===== config.mk =====
export PLATFORM = sky130hd
export DESIGN_NAME = ksel_ctrl
export DESIGN_NICKNAME = d
export VERILOG_FILES = /design/src/rtl/core/ksel_pkg.sv /design/src/rtl/core/ksel_ctrl.sv
export SDC_FILE = /design/constraint.sdc
export NUM_CORES = 1
export LEC_CHECK = 0
export BUFFER_PORTS_ARGS = -buffer_cell sky130_fd_sc_hd__buf_2
export CAP_MARGIN = 20
export CORE_AREA = 4 4 41 43
export DETAILED_ROUTE_END_ITERATION = 10
export DIE_AREA = 0 0 45 47
export PLACE_DENSITY = 0.51
export SLEW_MARGIN = 30
export SYNTH_ARGS = -nofsm -noshare
export SYNTH_HDL_FRONTEND = slang
export SYNTH_SLANG_ARGS = --single-unit
export TNS_END_PERCENT = 50

===== constraint.sdc =====
create_clock -name clk -period 3.7 [get_ports clk]
set_clock_uncertainty 0.2 [all_clocks]
set_input_delay 0.37 -clock clk [delete_from_list [all_inputs] [get_ports clk]]
set_output_delay 0.37 -clock clk [all_outputs]
set_load 0.05 [all_outputs]

===== src/rtl/core/ksel_pkg.sv =====
package ksel_pkg;

  // Result status codes.
  typedef enum logic [1:0] {
    STATUS_OK       = 2'd0,
    STATUS_RANK_BAD = 2'd1,
    STATUS_OVERFLOW = 2'd2
  } status_t;

  // Commands from the controller to the datapath.
  typedef struct packed {
    logic load;       // store the transferred element
    logic clear;      // start a new vector
    logic start_sel;  // restart the candidate index
    logic rd_cand;    // read the candidate entry
    logic cap_cand;   // capture the candidate and restart the scan
    logic rd_scan;    // read the next scan entry
    logic next_cand;  // advance to the next candidate
    logic res_load;   // load the result register
  } ksel_cmd_t;

  // Status from the datapath to the controller.
  typedef struct packed {
    logic overflowed;
    logic rank_bad;
    logic last_scan;
    logic found;
  } ksel_stat_t;

  // Map a single-precision pattern to a key whose unsigned order is the
  // numeric order, with -0 below +0.
  function automatic logic [31:0] order_key(input logic [31:0] bits);
    logic [31:0] key;
    if (bits[31]) begin
      key = ~bits;
    end else begin
      key = bits ^ 32'h8000_0000;
    end
    return key;
  endfunction

endpackage


===== src/rtl/core/ksel_ctrl.sv =====
module ksel_ctrl (
  input  logic                 clk,
  input  logic                 rst_n,
  input  logic                 in_valid,
  input  logic                 in_final,
  output logic                 in_ready,
  output logic                 out_valid,
  input  logic                 out_ready,
  input  ksel_pkg::ksel_stat_t stat,
  output ksel_pkg::ksel_cmd_t  cmd
);

  typedef enum logic [2:0] {
    S_IDLE, S_EVAL, S_RD_CAND, S_CAP_CAND, S_SCAN, S_DRAIN, S_CHECK, S_OUT
  } state_t;

  state_t state_r;
  state_t state_nxt;
  logic   in_xfer;

  assign in_ready  = (state_r == S_IDLE);
  assign out_valid = (state_r == S_OUT);
  assign in_xfer   = in_valid && in_ready;

  // Next state and commands.
  always_comb begin
    state_nxt = state_r;
    cmd       = '0;
    unique case (state_r)
      S_IDLE: begin
        cmd.load = in_xfer;
        if (in_xfer && in_final) begin
          state_nxt = S_EVAL;
        end
      end
      S_EVAL: begin
        if (stat.overflowed || stat.rank_bad) begin
          cmd.res_load = 1'b1;
          state_nxt    = S_OUT;
        end else begin
          cmd.start_sel = 1'b1;
          state_nxt     = S_RD_CAND;
        end
      end
      S_RD_CAND: begin
        cmd.rd_cand = 1'b1;
        state_nxt   = S_CAP_CAND;
      end
      S_CAP_CAND: begin
        cmd.cap_cand = 1'b1;
        state_nxt    = S_SCAN;
      end
      S_SCAN: begin
        cmd.rd_scan = 1'b1;
        if (stat.last_scan) begin
          state_nxt = S_DRAIN;
        end
      end
      S_DRAIN: begin
        state_nxt = S_CHECK;
      end
      S_CHECK: begin
        if (stat.found) begin
          cmd.res_load = 1'b1;
          state_nxt    = S_OUT;
        end else begin
          cmd.next_cand = 1'b1;
          state_nxt     = S_RD_CAND;
        end
      end
      S_OUT: begin
        if (out_ready) begin
          cmd.clear = 1'b1;
          state_nxt = S_IDLE;
        end
      end
      default: state_nxt = S_IDLE;
    endcase
  end

  // State register.
  always_ff @(posedge clk) begin
    if (!rst_n) begin
      state_r <= S_IDLE;
    end else begin
      state_r <= state_nxt;
    end
  end

endmodule


==> impl_metrics.py <==
metrics = {
    "worst_setup_path": {
        "required_ns": 3.13,
        "cp_slowest_stage_delay_ns": 0.37,
        "critical_path_depth": 5,
        "cp_top_family": "flip-flops",
        "r2r_cells": 6,
        "path_cells": "inv_1 > ha_1 > and2b_4 > and2_1 > buf_2",
        "critPathSlowestCell": "dfxtp_1",
        "cp-end-kind": "output port",
        "start_kind": "flip-flop",
        "crit_buf_inv": 2,
        "arrival_ns": 1.43,
        "path_class": "flip-flop to output port",
        "critPathMaxFanout": 4,
    },
    "sta": {
        "finalCritPeriodShare_pct": 54.1,
        "finalSetupViolCount": 0,
        "tightestPinTransition_ns": 0.411,
        "rsz0062_at_grt": "false",
        "min_period_ns": 2.00,
        "maxSlewHeadroom_pct": 72.5,
        "fmax_mhz": 500,
        "maxSlewViolCount": 0,
        "fin_setup_tns_ns": 0,
        "hold_viol": 0,
    },
    "min_path": {
        "min_path_cells": 2,
        "min_path_type": "primary input to flip-flop",
    },
    "power": {
        "power_density_nw_per_um2": 910,
        "p_leak_nw": 0.241,
        "irDropWorstVdd_mv": 0.298,
    },
    "yosys": {
        "synth_enable_flop_cells": 0,
        "synth.yosys.seq_area_share_pct": 18.1,
        "yosysTopAreaCellShare_pct": 18.1,
        "synthArstFlopShare_pct": 0,
        "synthesis.area_um2": 332,
        "yosysWarnings": 0,
        "synth_top_area_cell": "dfxtp_1",
        "synth.avg_cell_area_um2": 8.09,
        "syn-num-nets": 54,
        "ys.flop_type": "dfxtp_1",
        "yosys_register_bits": 3,
        "ys_top_cells_by_area": "dfxtp_1 18%, ha_1 15%, nor2b_1 5.7%",
        "syn-instance-count": 41,
        "synth_most_common_cell": "ha_1",
        "synth.distinct_cells": 25,
    },
    "clock_tree": {
        "clock_latency_ns": 0.23,
        "clk_path_buf_depth": 2,
        "cts-root-buf": "clkbuf_4",
        "clk_pin_slew_worst_paths_ns": 0.04,
        "clock_sinks": 3,
        "cts_setup_buffers": 0,
        "cts_buffers": 3,
        "cts-htree-levels": 1,
        "cts_tree": "built",
        "cts_resized": 0,
        "cts_hold_buf": 0,
    },
    "cells_and_area": {
        "largest_register_ffs": 3,
        "regMostFlops": "state_r",
        "reg_top3": "state_r (3)",
        "design_area_um2": 455,
        "drive_above_1_share_pct": 48.4,
        "nets": 76,
        "syn2layout_area_growth_pct": 37.4,
        "num_antenna_cells": 0,
    },
    "die": {
        "core_um2": 1300,
        "dieWidth_um": 45,
        "die_h_um": 47,
        "rows": 13,
        "dieArea_um2": 2120,
        "floorplan.initialDensity_pct": 25.5,
        "ios": 19,
    },
    "placed_design": {
        "dp_hpwl_um": 650,
        "place_area_um2": 429,
        "gp_congestion": 0.723,
        "numPortBuffers": 18,
    },
    "job": {
        "maxCapViolations": 0,
    },
    "global_routing": {
        "grt_max_degree": 14,
        "use_met2_pct": 13.0,
        "top_usage_layer": "met2",
        "grt_util_all_layers_pct": 8.37,
        "grt_util_met3_pct": 3.83,
        "grt_first_pass_wirelength_um": 1230,
        "overflow": 0,
        "grt_antenna_before_repair": 0,
        "grt_pass1_vias": 297,
        "grt_use_met1_pct": 8.62,
    },
    "run_status": {
        "status": "complete, no violations",
    },
    "drt": {
        "first_pass_iters": 2,
        "avgRoutedWirePerCell_um": 9.70,
        "routed_wl_um": 747,
        "via_per_inst": 4.52,
        "drc": 0,
        "dr.first_iter.drc_count": 6,
        "postRouteAntennaNets": 0,
        "num_vias": 348,
    },
}
[metal layers]
metal / wire, µm / share of wire, %
met3: 64 / 8.6
met2: 390 / 52
met4: 0 / 0
met5: 0 / 0
met1: 293 / 39
[report_power, final]
| part | internal, W | leakage (nW) | switching (W) |
|---|---|---|---|
| Clock | 0.0000403 | 0.0150 | 0.0000157 |
| Sequential | 0.0000458 | 0.0247 | 0.0000169 |
| Combinational | 0.0000959 | 0.201 | 0.000200 |
| Total | 0.000182 | 0.241 | 0.000232 |
[cell usage in the layout (no fill, tap or decap), types with 2 or more instances in the layout]
cell type	instances
a21oi_1	3
and2_2	2
buf_2	18
clkbuf_4	3
dfxtp_1	3
ha_1	4
inv_1	3
nand2_1	2
nor2_1	3
nor2b_1	3
o21ai_2	2
[area by class of cell]
class,count,area (µm²)
clock buffer,4,26.3
tap,15,18.8
sequential,3,60.1
inverter,3,11.3
timing repair buffer,18,90.1
fill,162,846
multi-input combinational,34,249
[metrics by stage]
| stage | util (%) | setup WS [ns] | hold WS (ns) | std cells | total power [W] |
|---|---|---|---|---|---|
| 3_5_place_dp | 33.0 | 1.94 | 0.354 | 73 | 0.000362 |
| 4_1_cts | 35.0 | 1.68 | 0.208 | 77 | 0.000423 |
| 6_report | 35.0 | 1.70 | 0.217 | 77 | 0.000414 |
| 2_1_floorplan | - | 0.932 | 0.321 | 41 | 0.000306 |
| 3_3_place_gp | 33.0 | 1.92 | 0.359 | 73 | 0.000365 |
| 5_1_grt | 35.0 | 1.56 | 0.209 | 77 | 0.000451 |
[path summary, 6_finish.rpt]
check	startpoint	end	slack (ns)
max reg2reg	state_r[0]	state_r[1]	2.00
min reg2reg	state_r[0]	state_r[0]	0.36
min	rst_n	state_r[1]	0.22
max	state_r[0]	cmd[7]	1.70
[worst reg2reg max path: stages (launching register included)]
cell and delay (ns):
dfxtp_1 0.37, inv_1 0.08, ha_1 0.23, nor2b_1 0.15
o21ai_2 0.23, a211oi_1 0.11, a41o_1 0.22
[cell families after synthesis]
kind of cell               share of synthesized area, %
DFF                                                18.1
and+or+nand+nor                                    38.5
AOI/OAI and AO/OA                                  21.5
buffers and inverters                              6.79
adders and majority gates                          15.1
No activity file was read; power rests on OpenSTA's default activity.
